<file path="src/hdl/sorted_list_engine_core_assert.svh">
// assertion macros shared by the sorted list engine rtl
// depends on nothing; expects clk and rst_n in the including module
`ifndef SORTED_LIST_ENGINE_CORE_ASSERT_SVH
`define SORTED_LIST_ENGINE_CORE_ASSERT_SVH

// same-cycle implication, checked outside reset
`define SLE_ASSERT_NOW(label, cond, expr, msg) \
    label: assert property (@(posedge clk) disable iff (!rst_n) (cond) |-> (expr)) \
        else $error(msg);

// next-cycle implication, checked outside reset
`define SLE_ASSERT_NEXT(label, cond, expr, msg) \
    label: assert property (@(posedge clk) disable iff (!rst_n) (cond) |=> (expr)) \
        else $error(msg);

`endif

</file>
<file path="src/hdl/sle_pkg.sv">
// shared types, codes and width helpers for the sorted list engine
// no dependencies
package sle_pkg;

    localparam int CAPACITY_DEF = 16;
    localparam int VALUE_W      = 32;
    localparam int INDEX_W      = 5;
    localparam int LIMIT_W      = 5;

    typedef enum logic [1:0] {
        MODE_INSERT = 2'd0,
        MODE_REMOVE = 2'd1,
        MODE_SEARCH = 2'd2,
        MODE_GET    = 2'd3
    } mode_t;

    typedef enum logic [1:0] {
        ST_OK        = 2'd0,
        ST_FULL      = 2'd1,
        ST_NOT_FOUND = 2'd2,
        ST_RANGE     = 2'd3
    } status_t;

    // broadcast from the control to every cell
    typedef struct packed {
        logic                      cmp_en;
        logic                      ins_go;
        logic                      rem_go;
        logic signed [VALUE_W-1:0] value;
        logic [INDEX_W-1:0]        index;
    } cmd_t;

    // handed from a cell to its right neighbor
    typedef struct packed {
        logic valid;
        logic gt;
    } link_t;

    // compare flags reported back to the control
    typedef struct packed {
        logic eq;
        logic gt;
        logic hit;
    } flags_t;

    // bits for a count that can reach the capacity itself
    function automatic int count_width(input int cap);
        return $clog2(cap + 1);
    endfunction

    // common compare width for counts, limits and indexes
    function automatic int wide_width(input int cap);
        return ($clog2(cap + 1) > INDEX_W) ? $clog2(cap + 1) : INDEX_W;
    endfunction

endpackage

</file>
<file path="src/hdl/sle_cell.sv">
// one slot of the sorted list: holds an entry, compares it and shifts with neighbors
// depends on sle_pkg
module sle_cell #(
    parameter int CAPACITY = sle_pkg::CAPACITY_DEF,
    parameter int SLOT     = 0
) (
    input  logic                               clk,
    input  sle_pkg::cmd_t                      cmd,
    input  logic [sle_pkg::count_width(CAPACITY)-1:0] count,
    input  sle_pkg::link_t                     left_link,
    input  logic signed [sle_pkg::VALUE_W-1:0] left_entry,
    input  logic signed [sle_pkg::VALUE_W-1:0] right_entry,
    output sle_pkg::link_t                     link_out,
    output logic signed [sle_pkg::VALUE_W-1:0] entry_out,
    output sle_pkg::flags_t                    flags,
    output logic signed [sle_pkg::VALUE_W-1:0] rd_data
);

    localparam int LW = sle_pkg::wide_width(CAPACITY);

    logic signed [sle_pkg::VALUE_W-1:0] entry_reg;
    logic signed [sle_pkg::VALUE_W-1:0] entry_next;
    logic                               gt_reg;
    logic                               eq_reg;
    logic                               hit_reg;
    logic                               valid;

    // slot holds a live entry when it sits below the count
    assign valid = LW'(count) > LW'(SLOT);

    // first phase: compare against the transaction value
    always_ff @(posedge clk)
    begin
        if (cmd.cmp_en)
        begin
            gt_reg  <= valid && (entry_reg > cmd.value);
            eq_reg  <= valid && (entry_reg == cmd.value);
            hit_reg <= valid && (LW'(cmd.index) == LW'(SLOT));
        end
    end

    // second phase: shift right on insert, shift left on remove
    always_comb
    begin
        entry_next = entry_reg;
        if (cmd.ins_go && left_link.gt)
        begin
            entry_next = left_entry;
        end
        else if (cmd.ins_go && (gt_reg || (!valid && left_link.valid)))
        begin
            entry_next = cmd.value;
        end
        else if (cmd.rem_go && (gt_reg || eq_reg))
        begin
            entry_next = right_entry;
        end
    end

    // entry storage, undefined until written
    always_ff @(posedge clk)
    begin
        entry_reg <= entry_next;
    end

    assign link_out  = '{valid: valid, gt: gt_reg};
    assign entry_out = entry_reg;
    assign flags     = '{eq: eq_reg, gt: gt_reg, hit: hit_reg};
    assign rd_data   = hit_reg ? entry_reg : '0;

endmodule

</file>
<file path="src/hdl/sorted_list_engine_core.sv">
// sorted list engine top: control, count register and the row of list cells
// depends on sle_pkg, sle_cell and sorted_list_engine_core_assert.svh
// each transaction is registered in order: compare first, then shift and report
// one transaction at a time: start is ignored while busy, which is high for the cycle after an accepted start
// reset clears the count, busy and done and sets the limit register to 16
// results cannot be stalled: each is valid for the single cycle that done is high
`include "sorted_list_engine_core_assert.svh"

module sorted_list_engine_core #(
    parameter int CAPACITY = sle_pkg::CAPACITY_DEF
) (
    input  logic                               clk,
    input  logic                               rst_n,
    input  logic                               start,
    output logic                               busy,
    input  logic [1:0]                         mode,
    input  logic signed [sle_pkg::VALUE_W-1:0] value,
    input  logic [sle_pkg::INDEX_W-1:0]        index,
    input  logic                               cfg_we,
    input  logic [sle_pkg::LIMIT_W-1:0]        cfg_data,
    output logic                               done,
    output logic [1:0]                         status,
    output logic [3:0]                         position,
    output logic signed [sle_pkg::VALUE_W-1:0] read_value,
    output logic [4:0]                         count
);

    localparam int CW = sle_pkg::count_width(CAPACITY);
    localparam int LW = sle_pkg::wide_width(CAPACITY);

    logic                               busy_reg;
    logic                               done_reg;
    logic [CW-1:0]                      count_reg;
    logic [CW-1:0]                      count_next;
    logic [sle_pkg::LIMIT_W-1:0]        limit_reg;
    sle_pkg::mode_t                     mode_reg;
    logic signed [sle_pkg::VALUE_W-1:0] value_reg;
    sle_pkg::status_t                   status_reg;
    sle_pkg::status_t                   status_next;
    logic [LW-1:0]                      pos_reg;
    logic [LW-1:0]                      pos_next;
    logic signed [sle_pkg::VALUE_W-1:0] rd_reg;
    logic signed [sle_pkg::VALUE_W-1:0] rd_next;

    sle_pkg::cmd_t                      cmd;
    sle_pkg::link_t                     link_arr  [CAPACITY];
    logic signed [sle_pkg::VALUE_W-1:0] entry_arr [CAPACITY];
    sle_pkg::flags_t                    flag_arr  [CAPACITY];
    logic signed [sle_pkg::VALUE_W-1:0] rd_arr    [CAPACITY];

    logic                               accept;
    logic                               full;
    logic                               found;
    logic                               any_hit;
    logic [LW-1:0]                      eff_limit;
    logic [LW-1:0]                      eq_pos;
    logic [LW-1:0]                      ins_pos;
    logic signed [sle_pkg::VALUE_W-1:0] rd_or;

    assign accept = start && !busy_reg;

    // limit clamped to the physical capacity, full check on the current count
    assign eff_limit = (LW'(limit_reg) > LW'(CAPACITY)) ? LW'(CAPACITY) : LW'(limit_reg);
    assign full      = LW'(count_reg) >= eff_limit;

    // reduce cell flags: first equal, first greater, get read-out
    always_comb
    begin
        found   = 1'b0;
        any_hit = 1'b0;
        eq_pos  = '0;
        ins_pos = LW'(count_reg);
        rd_or   = '0;
        for (int i = CAPACITY - 1; i >= 0; i--)
        begin
            if (flag_arr[i].eq)
            begin
                eq_pos = LW'(i);
            end
            if (flag_arr[i].gt)
            begin
                ins_pos = LW'(i);
            end
            found   = found | flag_arr[i].eq;
            any_hit = any_hit | flag_arr[i].hit;
            rd_or   = rd_or | rd_arr[i];
        end
    end

    // broadcast to the cells: compare on accept, shift in the following cycle
    always_comb
    begin
        cmd.cmp_en = accept;
        cmd.ins_go = busy_reg && (mode_reg == sle_pkg::MODE_INSERT) && !full;
        cmd.rem_go = busy_reg && (mode_reg == sle_pkg::MODE_REMOVE) && found;
        cmd.value  = busy_reg ? value_reg : value;
        cmd.index  = index;
    end

    // result and count update for the transaction while busy is high
    always_comb
    begin
        status_next = sle_pkg::ST_OK;
        pos_next    = '0;
        rd_next     = '0;
        count_next  = count_reg;
        unique case (mode_reg)
            sle_pkg::MODE_INSERT:
            begin
                if (full)
                begin
                    status_next = sle_pkg::ST_FULL;
                end
                else
                begin
                    pos_next   = ins_pos;
                    count_next = count_reg + CW'(1);
                end
            end
            sle_pkg::MODE_REMOVE,
            sle_pkg::MODE_SEARCH:
            begin
                if (!found)
                begin
                    status_next = sle_pkg::ST_NOT_FOUND;
                end
                else
                begin
                    pos_next = eq_pos;
                    if (mode_reg == sle_pkg::MODE_REMOVE)
                    begin
                        count_next = count_reg - CW'(1);
                    end
                end
            end
            sle_pkg::MODE_GET:
            begin
                if (!any_hit)
                begin
                    status_next = sle_pkg::ST_RANGE;
                end
                else
                begin
                    rd_next = rd_or;
                end
            end
            default:
            begin
                status_next = sle_pkg::ST_OK;
            end
        endcase
    end

    // control registers
    always_ff @(posedge clk or negedge rst_n)
    begin
        if (!rst_n)
        begin
            busy_reg  <= 1'b0;
            done_reg  <= 1'b0;
            count_reg <= '0;
            limit_reg <= sle_pkg::LIMIT_W'(16);
        end
        else
        begin
            busy_reg <= accept;
            done_reg <= busy_reg;
            if (busy_reg)
            begin
                count_reg <= count_next;
            end
            if (cfg_we)
            begin
                limit_reg <= cfg_data;
            end
        end
    end

    // transaction and result payload
    always_ff @(posedge clk)
    begin
        if (accept)
        begin
            mode_reg  <= sle_pkg::mode_t'(mode);
            value_reg <= value;
        end
        if (busy_reg)
        begin
            status_reg <= status_next;
            pos_reg    <= pos_next;
            rd_reg     <= rd_next;
        end
    end

    // row of list cells
    for (genvar g = 0; g < CAPACITY; g++)
    begin : g_cell
        sle_pkg::link_t                     left_link;
        logic signed [sle_pkg::VALUE_W-1:0] left_entry;
        logic signed [sle_pkg::VALUE_W-1:0] right_entry;

        if (g == 0)
        begin : g_head
            assign left_link  = '{valid: 1'b1, gt: 1'b0};
            assign left_entry = '0;
        end
        else
        begin : g_body
            assign left_link  = link_arr[g-1];
            assign left_entry = entry_arr[g-1];
        end

        if (g == CAPACITY - 1)
        begin : g_tail
            assign right_entry = entry_arr[g];
        end
        else
        begin : g_inner
            assign right_entry = entry_arr[g+1];
        end

        sle_cell #(
            .CAPACITY (CAPACITY),
            .SLOT     (g)
        ) u_cell (
            .clk         (clk),
            .cmd         (cmd),
            .count       (count_reg),
            .left_link   (left_link),
            .left_entry  (left_entry),
            .right_entry (right_entry),
            .link_out    (link_arr[g]),
            .entry_out   (entry_arr[g]),
            .flags       (flag_arr[g]),
            .rd_data     (rd_arr[g])
        );
    end

    assign busy       = busy_reg;
    assign done       = done_reg;
    assign status     = status_reg;
    assign position   = pos_reg[3:0];
    assign read_value = rd_reg;
    assign count      = LW'(count_reg) > LW'(0) ? 5'(LW'(count_reg)) : 5'd0;

    // checks
    `SLE_ASSERT_NEXT(a_done_follows, busy_reg, done_reg, "done missing after busy")
    `SLE_ASSERT_NEXT(a_single_done, done_reg, !done_reg, "done held for two cycles")
    `SLE_ASSERT_NOW(a_count_bound, 1'b1, LW'(count_reg) <= LW'(CAPACITY), "count above capacity")
    `SLE_ASSERT_NEXT(a_insert_grows, cmd.ins_go, count_reg == $past(count_reg) + CW'(1), "insert count")

endmodule

</file>
<file path="config.mk">
export PLATFORM = sky130hd
export DESIGN_NAME = sorted_list_engine_core
export DESIGN_NICKNAME = d
export VERILOG_FILES = /design/src/hdl/sle_pkg.sv /design/src/hdl/sle_cell.sv /design/src/hdl/sorted_list_engine_core.sv
export VERILOG_INCLUDE_DIRS = /design/src /design/src/hdl
export SDC_FILE = /design/constraint.sdc
export NUM_CORES = 2
export LEC_CHECK = 0
export BUFFER_PORTS_ARGS = -buffer_cell sky130_fd_sc_hd__buf_2
export CAP_MARGIN = 0
export CORE_UTILIZATION = 40
export CTS_BUF_LIST = sky130_fd_sc_hd__clkbuf_4
export DETAILED_ROUTE_END_ITERATION = 16
export GPL_TIMING_DRIVEN = 0
export PLACE_DENSITY = 0.64
export SETUP_SLACK_MARGIN = 0.4
export SYNTH_ARGS = -nofsm -noshare
export SYNTH_HDL_FRONTEND = slang
export SYNTH_SLANG_ARGS = --single-unit
export TNS_END_PERCENT = 30
</file>
<file path="constraint.sdc">
create_clock -name clk -period 6.3 [get_ports clk]
set_input_delay 1.26 -clock clk [delete_from_list [all_inputs] [get_ports clk]]
set_output_delay 1.26 -clock clk [all_outputs]
set_load 0.005 [all_outputs]
</file>
## Word level (Yosys, flattened, before mapping)

Cells that the tools add are included.

- Flip-flop bits (word level): 644
- Input bits: 48
- Logic and storage cells: 484

- $add $sub $neg: 2
- Order comparisons: 34
- Equal/unequal tests: 37
- Multiplexer cells: 108
- Bitwise logic cells: 45
- Reduce and logical (&&, ||, !) cells: 185

Operators by type and width:

| operator | count |
|---|---|
| $mux W32 | 63 |
| $eq A32 B32 Y1 | 16 |
| $gt A32 B32 Y1 | 16 |
| $or A32 B32 Y32 | 15 |
| $mux W4 | 34 |
| $logic_and A1 B1 Y1 | 114 |
| $reduce_bool A3 Y1 | 14 |
| $eq A5 B4 Y1 const B | 8 |
| $gt A5 B4 Y1 const B | 8 |
| $logic_or A1 B1 Y1 | 31 |
| $or A1 B1 Y1 | 30 |
| $mux W5 | 5 |
| $eq A5 B3 Y1 const B | 4 |
| $gt A5 B3 Y1 const B | 4 |
| $logic_not A1 Y1 | 18 |
| $eq A5 B2 Y1 const B | 2 |
| $gt A5 B1 Y1 const B | 2 |
| $gt A5 B2 Y1 const B | 2 |
| $pmux W5 S2 | 1 |
| $pmux W4 S2 | 1 |
| $ne A2 B2 Y1 const B | 3 |
| $pmux W2 S3 | 1 |
| $reduce_bool A2 Y1 | 3 |
| $add A5 B1 Y5 const B | 1 |
| other kinds (13) | 15 |

## Logic depth before layout (Yosys ltp)

- Depth after elaboration: 20
- Depth in mapped cells: 13
- Depth with buffers taken out: 10

## Hierarchy

From an unflattened synthesis, not the netlist that was laid out.

- Cells, all modules: 5460
- Area, all modules: 51279.2 µm²

Modules (own cells, without submodules):

| module | times used | cells each | area an instance (µm²) |
|---|---|---|---|
| sorted_list_engine_core | 1 | 425 | 4933.5 |
| sle_cell at g_cell[4].u_cell | 1 | 309 | 2951.6 |
| sle_cell at g_cell[6].u_cell | 1 | 308 | 2937.8 |
| sle_cell at g_cell[1].u_cell | 1 | 309 | 2932.8 |
| sle_cell at g_cell[2].u_cell | 1 | 309 | 2915.3 |
| sle_cell at g_cell[12].u_cell | 1 | 310 | 2914.0 |
| sle_cell at g_cell[5].u_cell | 1 | 308 | 2914.0 |
| sle_cell at g_cell[8].u_cell | 1 | 309 | 2911.5 |
| sle_cell at g_cell[9].u_cell | 1 | 309 | 2907.8 |
| sle_cell at g_cell[0].u_cell | 1 | 309 | 2902.8 |
| sle_cell at g_cell[13].u_cell | 1 | 308 | 2901.5 |
| sle_cell at g_cell[10].u_cell | 1 | 308 | 2892.8 |
| sle_cell at g_cell[11].u_cell | 1 | 308 | 2889.0 |
| sle_cell at g_cell[14].u_cell | 1 | 308 | 2886.5 |
| +3 rows | -- | -- | -- |

## Worst setup path after synthesis

Ideal clock, no wire load.

- Kind: register to register
- Start: register busy_reg, in the netlist busy
- End: register g_cell[0].u_cell.eq_reg, enable pin
- Library setup time: 534 ps
- Arrival time: 5007 ps
- Required time: 5766 ps
- Slack: 760 ps
- Cell stages (with the launch flop): 4
- Period minus slack after synthesis: 5540 ps
- Cells stage by stage: dfrtp_1 clkbuf_8 buf_6 nor2b_1

- Longest elaborated chain between the ends: 2

RTL lines:

| item | line | source |
|---|---|---|
| start: declaration | sorted_list_engine_core.sv:31 | `logic busy_reg;` |
| start signal: assignment | sorted_list_engine_core.sv:166 | `busy_reg <= accept;` |
| $logic_not A1 Y1 | sorted_list_engine_core.sv:60 | `assign accept = start && !busy_reg;` |
| $logic_and A1 B1 Y1 | sorted_list_engine_core.sv:60 |  |
| via accept | sorted_list_engine_core.sv:51 | `logic accept;` |
| end signal: assignment | sle_cell.sv:37 | `eq_reg <= valid && (entry_reg == cmd.value);` |
| end: declaration | sle_cell.sv:24 | `logic eq_reg;` |

The timed path passes the listed nets, and every way through them passes these cells.
A chain may end at the register's enable or synchronous reset.

## Final worst setup path

- Start: register busy_reg, in the netlist busy
- End: register g_cell[10].u_cell.gt_reg, data pin

- Longest elaborated chain between the ends: 3

RTL lines:

| item | line | source |
|---|---|---|
| $mux W32 | sorted_list_engine_core.sv:96 | `cmd.value = busy_reg ? value_reg : value;` |
| $gt A32 B32 Y1 | sle_cell.sv:36 | `gt_reg <= valid && (entry_reg > cmd.value);` |
| $logic_and A1 B1 Y1 | sle_cell.sv:36 |  |
| end signal: assignment | sle_cell.sv:36 |  |
| end: declaration | sle_cell.sv:23 | `logic gt_reg;` |

No other way between the ends.

==> summary.md <==
| Metric | Value |
|---|---|
| Starting Density | `0.403` |
| Sw Pwr | `~5100 uW` |
| Final period util | `1.00` |
| Max H-tree Level | `4` |
| Initial antenna violation count | `13` |
| Dominant synthesized flop cell | `edfxtp_1` |
| Worst EP required | `7.23 ns` |
| Crit start category | `flip-flop` |
| Syn nets | `about 5100` |
| Reg2Reg Depth | `12` |
| Area share of the largest cell type after synthesis | `0.419` |
| DP Area | `approximately 48000 um2` |
| Filler instances | `around 11000` |
| Post-synthesis async set-or-reset flop share | `0.0186` |
| Drt drc | `0` |
| Post-route design area | `just over 50000 um2` |
| Area Growth Syn to Fin | `13.1%` |
| I/O pin count | `93` |
| Worst path slowest cell | `dfrtp_4` |
| Routed vias/inst | `7.22` |
| Failing checks | `capacitance limit, slew limit, setup timing` |
| 1st-pass router iterations | `6` |
| Placer Congestion | `~1.1` |
| Layout cells sized above 1 | `0.131` |
| Post-synth top area cell | `edfxtp_1` |
| Netlist Area Pre-Place | `between 40000 and 50000 um2` |
| Post-DP HPWL | `roughly 210000 um` |
| Final number of setup-violating endpoints | `1` |
| First-pass GRT wire length | `346000 um` |
| Cells after DPL | `approximately 6200` |
| Worst R2R Start | `busy$_DFF_PN0_` |
| Worst vdd ir | `between 150 and 200 uV` |
| Setup skew after layout | `between 0.1 and 0.15 ns` |
| Most common cell after layout, fill and taps aside | `o22ai_1` |
| Final antenna-violating net count | `0` |
| Synthesis Warnings | `0` |
| Largest net degree at the start of global routing | `32` |
| Sequential share of the synthesized area | `0.426` |
| Num CTS Buffers | `roughly 200` |
| CTS sink count | `approximately 640` |
| Power density cells | `between 200 and 300 nW/um2` |
| Final worst slack | `-0.0181 ns` |
| Rel. slew slack | `-0.0428` |
| Crit-path max FO | `22` |
| Leakage power | `0.0190 uW` |
| Die area | `roughly 110000 um2` |
| Int Power | `8400 uW` |
| Cells after synthesis | `between 4000 and 5000` |
| Starting DRT DRC Count | `7460` |
| Root Buffer | `clkbuf_4` |
| DR WL/cell | `about 39 um` |
| Skew-Pair Late Insertion Delay | `approximately 1.3 ns` |
| Core Util, Final | `0.455` |
| Slew Viols, Final | `14` |
| Post-route minimum period | `~6.3 ns` |
| Status | `complete, but fails checks` |
| Die X | `338 um` |
| Final WL | `258000 um` |
| Net Sw Frac | `0.378` |
| Highest routed layer | `met5` |
| Area contributors post-synth | `edfxtp_1, ha_1, o22ai_1, a21oi_1, a221oi_1` |
| Met2 Routed Length | `108000 um` |
| WHS | `~0.19 ns` |
| CTS max path bufs | `3` |
| Max incr delay on CP | `0.94 ns` |
| Max_cap viols | `2` |
| Routed wl met3 | `~35000 um` |
| PortBufs | `92` |
| Gate power share | `0.268` |
| Clk slew on worst S/H paths | `around 0.06 ns` |
| Clk pwr share | `0.320` |
| Synthesized area per cell | `9.95 um2` |
| Die Y | `roughly 340 um` |
| Total grt overflow | `0` |
| CTS tree | `yes` |
| Fin cells | `between 6000 and 7000` |
| Reg2reg setup slack | `-0.02 ns` |
| Critical-path cell list | `clkbuf_8 -> buf_2 -> mux2_2 -> inv_1 -> ha_1 -> nand4_1 -> nor3_1 -> nand4_1 -> a21oi_1 -> a211oi_1 -> xnor2_1 -> nor3_1` |
| Row count | `~120` |
| Most frequent cells in the layout | `o22ai_1, a21oi_1, edfxtp_1` |
| Yosys cell types | `74` |
| Worst Setup SP | `busy$_DFF_PN0_` |
| Critical Path Sink | `g_cell[10].u_cell.gt_reg$_DFFE_PP_` |
| Least-Margin Pin Slew | `between 1.5 and 2 ns` |
| M1 WL | `approximately 100000 um` |
| Core area | `approximately 110000 um2` |
| Nets@finish | `5479` |
| Unrepaired setup endpoints after global routing | `yes` |
| GR Util All Layers | `0.436` |
| CP endpoint kind | `flip-flop` |
| Worst min-delay path class | `in -> reg` |
| Reg2reg end | `g_cell[10].u_cell.gt_reg$_DFFE_PP_` |
| Max reg flops | `~500` |
| TNS Setup | `-0.0181 ns` |
| Vias in the first global route | `around 44000` |
| WP data arrival | `just over 7 ns` |
| Seq pwr share | `0.412` |
| FMAX | `between 0.15 and 0.2 GHz` |
| Final hold vios | `0` |
| Critical Setup Path Class | `reg -> reg` |
| EDFF count, synth | `around 630` |
| Flops & latches, synth | `around 640` |
| Vias after detailed routing | `roughly 47000` |
[how the worst min path moves through the flow]
stage | from | slack, ns | endpoint | cells past startpoint
after detailed placement | limit_reg[0]$_DFFE_PN0P_ | 0.49 | limit_reg[0]$_DFFE_PN0P_ | 1
after CTS | mode[1] | 0.15 | mode_reg[1]$_DFFE_PP_ | 1
after floorplan | limit_reg[0]$_DFFE_PN0P_ | 0.47 | limit_reg[0]$_DFFE_PN0P_ | 1
final | mode[1] | 0.19 | mode_reg[1]$_DFFE_PP_ | 1
after global placement | limit_reg[0]$_DFFE_PN0P_ | 0.49 | limit_reg[0]$_DFFE_PN0P_ | 1
after global routing | mode[1] | 0.20 | mode_reg[1]$_DFFE_PP_ | 1
[power by group through the flow]
stage                     combinational, uW  clock, uW  sequential [uW]
after floorplan                        2110          0             5340
after global placement                 3310          0             5630
after detailed placement               3410          0             5600
after CTS                              3470       4330             5500
after global routing                   3810       4510             5540
final                                  3620       4330             5570
[kinds of logic after synthesis]
logic type               count (synthesis)  synth area share
flip-flops                             644             0.426
buffers and inverters                  441            0.0403
adder cells (fa/ha/maj)                527             0.146
multiplexers                            39           0.00962
XOR/XNOR                                10           0.00194
AO/OA/AOI/OAI                         2190             0.302
AND/OR/NAND/NOR                        696            0.0749
[synth_stat cells, drive strengths merged, types with 8 or more instances]
library cell and n:
mux2 36, nand3 73, and3 51, nor2b 24
and4 10, a22oi 66, ha 527, nand2 162
nor3 54, o21bai 12, a21o 57, nor2 188
nand4 73, a221o 8, a211o 8, a211oi 39
o31ai 11, o22ai 896, o221ai 8, nand2b 8
edfxtp 632, nor4 24, o211ai 14, clkbuf 227
a22o 97, o21ai 115, o21a 12, dfrtp 11
inv 80, a31oi 38, buf 127, a21oi 674
a221oi 107
[metal layers]
metal | up-vias | global-route usage
met3 | 653 | 0.134
met1 | 23300 | 0.574
li1 | 19600 | -
met4 | 10 | 0.234
met2 | 3814 | 0.635
met5 | - | 0.0108
[repair_timing]
| action | in CTS | in global routing |
|---|---|---|
| resized for setup | 13 | 7 |
| setup endpoints to repair | 13 | 8 |
| setup buffers | 32 | 11 |
| hold buffers | 1 | 0 |
| hold endpoints to repair | 11 | 0 |
[worst max-delay path, delay by kind of cell (launching register included)]
kind | cells | cell delay, ns
compound gates | 2 | 0.81
flops | 1 | 0.94
buf+inv | 3 | 1.59
mux | 1 | 0.47
xor+xnor | 1 | 0.47
fa+ha+maj | 1 | 0.31
simple gates | 4 | 1.31
[stage by stage]
stage | total power [uW] | setup WS (ns)
finish | 13500 | -0.0181
global route | 13900 | 0.324
CTS | 13300 | 0.283
detailed placement | 9000 | -0.340
global placement | 8940 | -3.12
floorplan | 7450 | 0.760
[final cells by class]
| type | instances | area (um2) | area share |
|---|---|---|---|
| Multi-Input combinational cell | 3462 | 24400 | 0.476 |
| Sequential cell | 644 | 19300 | 0.377 |
| Clock buffer | 290 | 2180 | 0.0425 |
| Tap cell | 1500 | 1880 | 0.0367 |
| Buffer | 354 | 1500 | 0.0294 |
| Timing Repair Buffer | 159 | 1270 | 0.0248 |
| Inverter | 87 | 383 | 0.00748 |
| Clock inverter | 50 | 275 | 0.00538 |
| Antenna cell | 15 | 37.5 | 0.000734 |
Note: power is estimated with default switching activity, not from simulation.
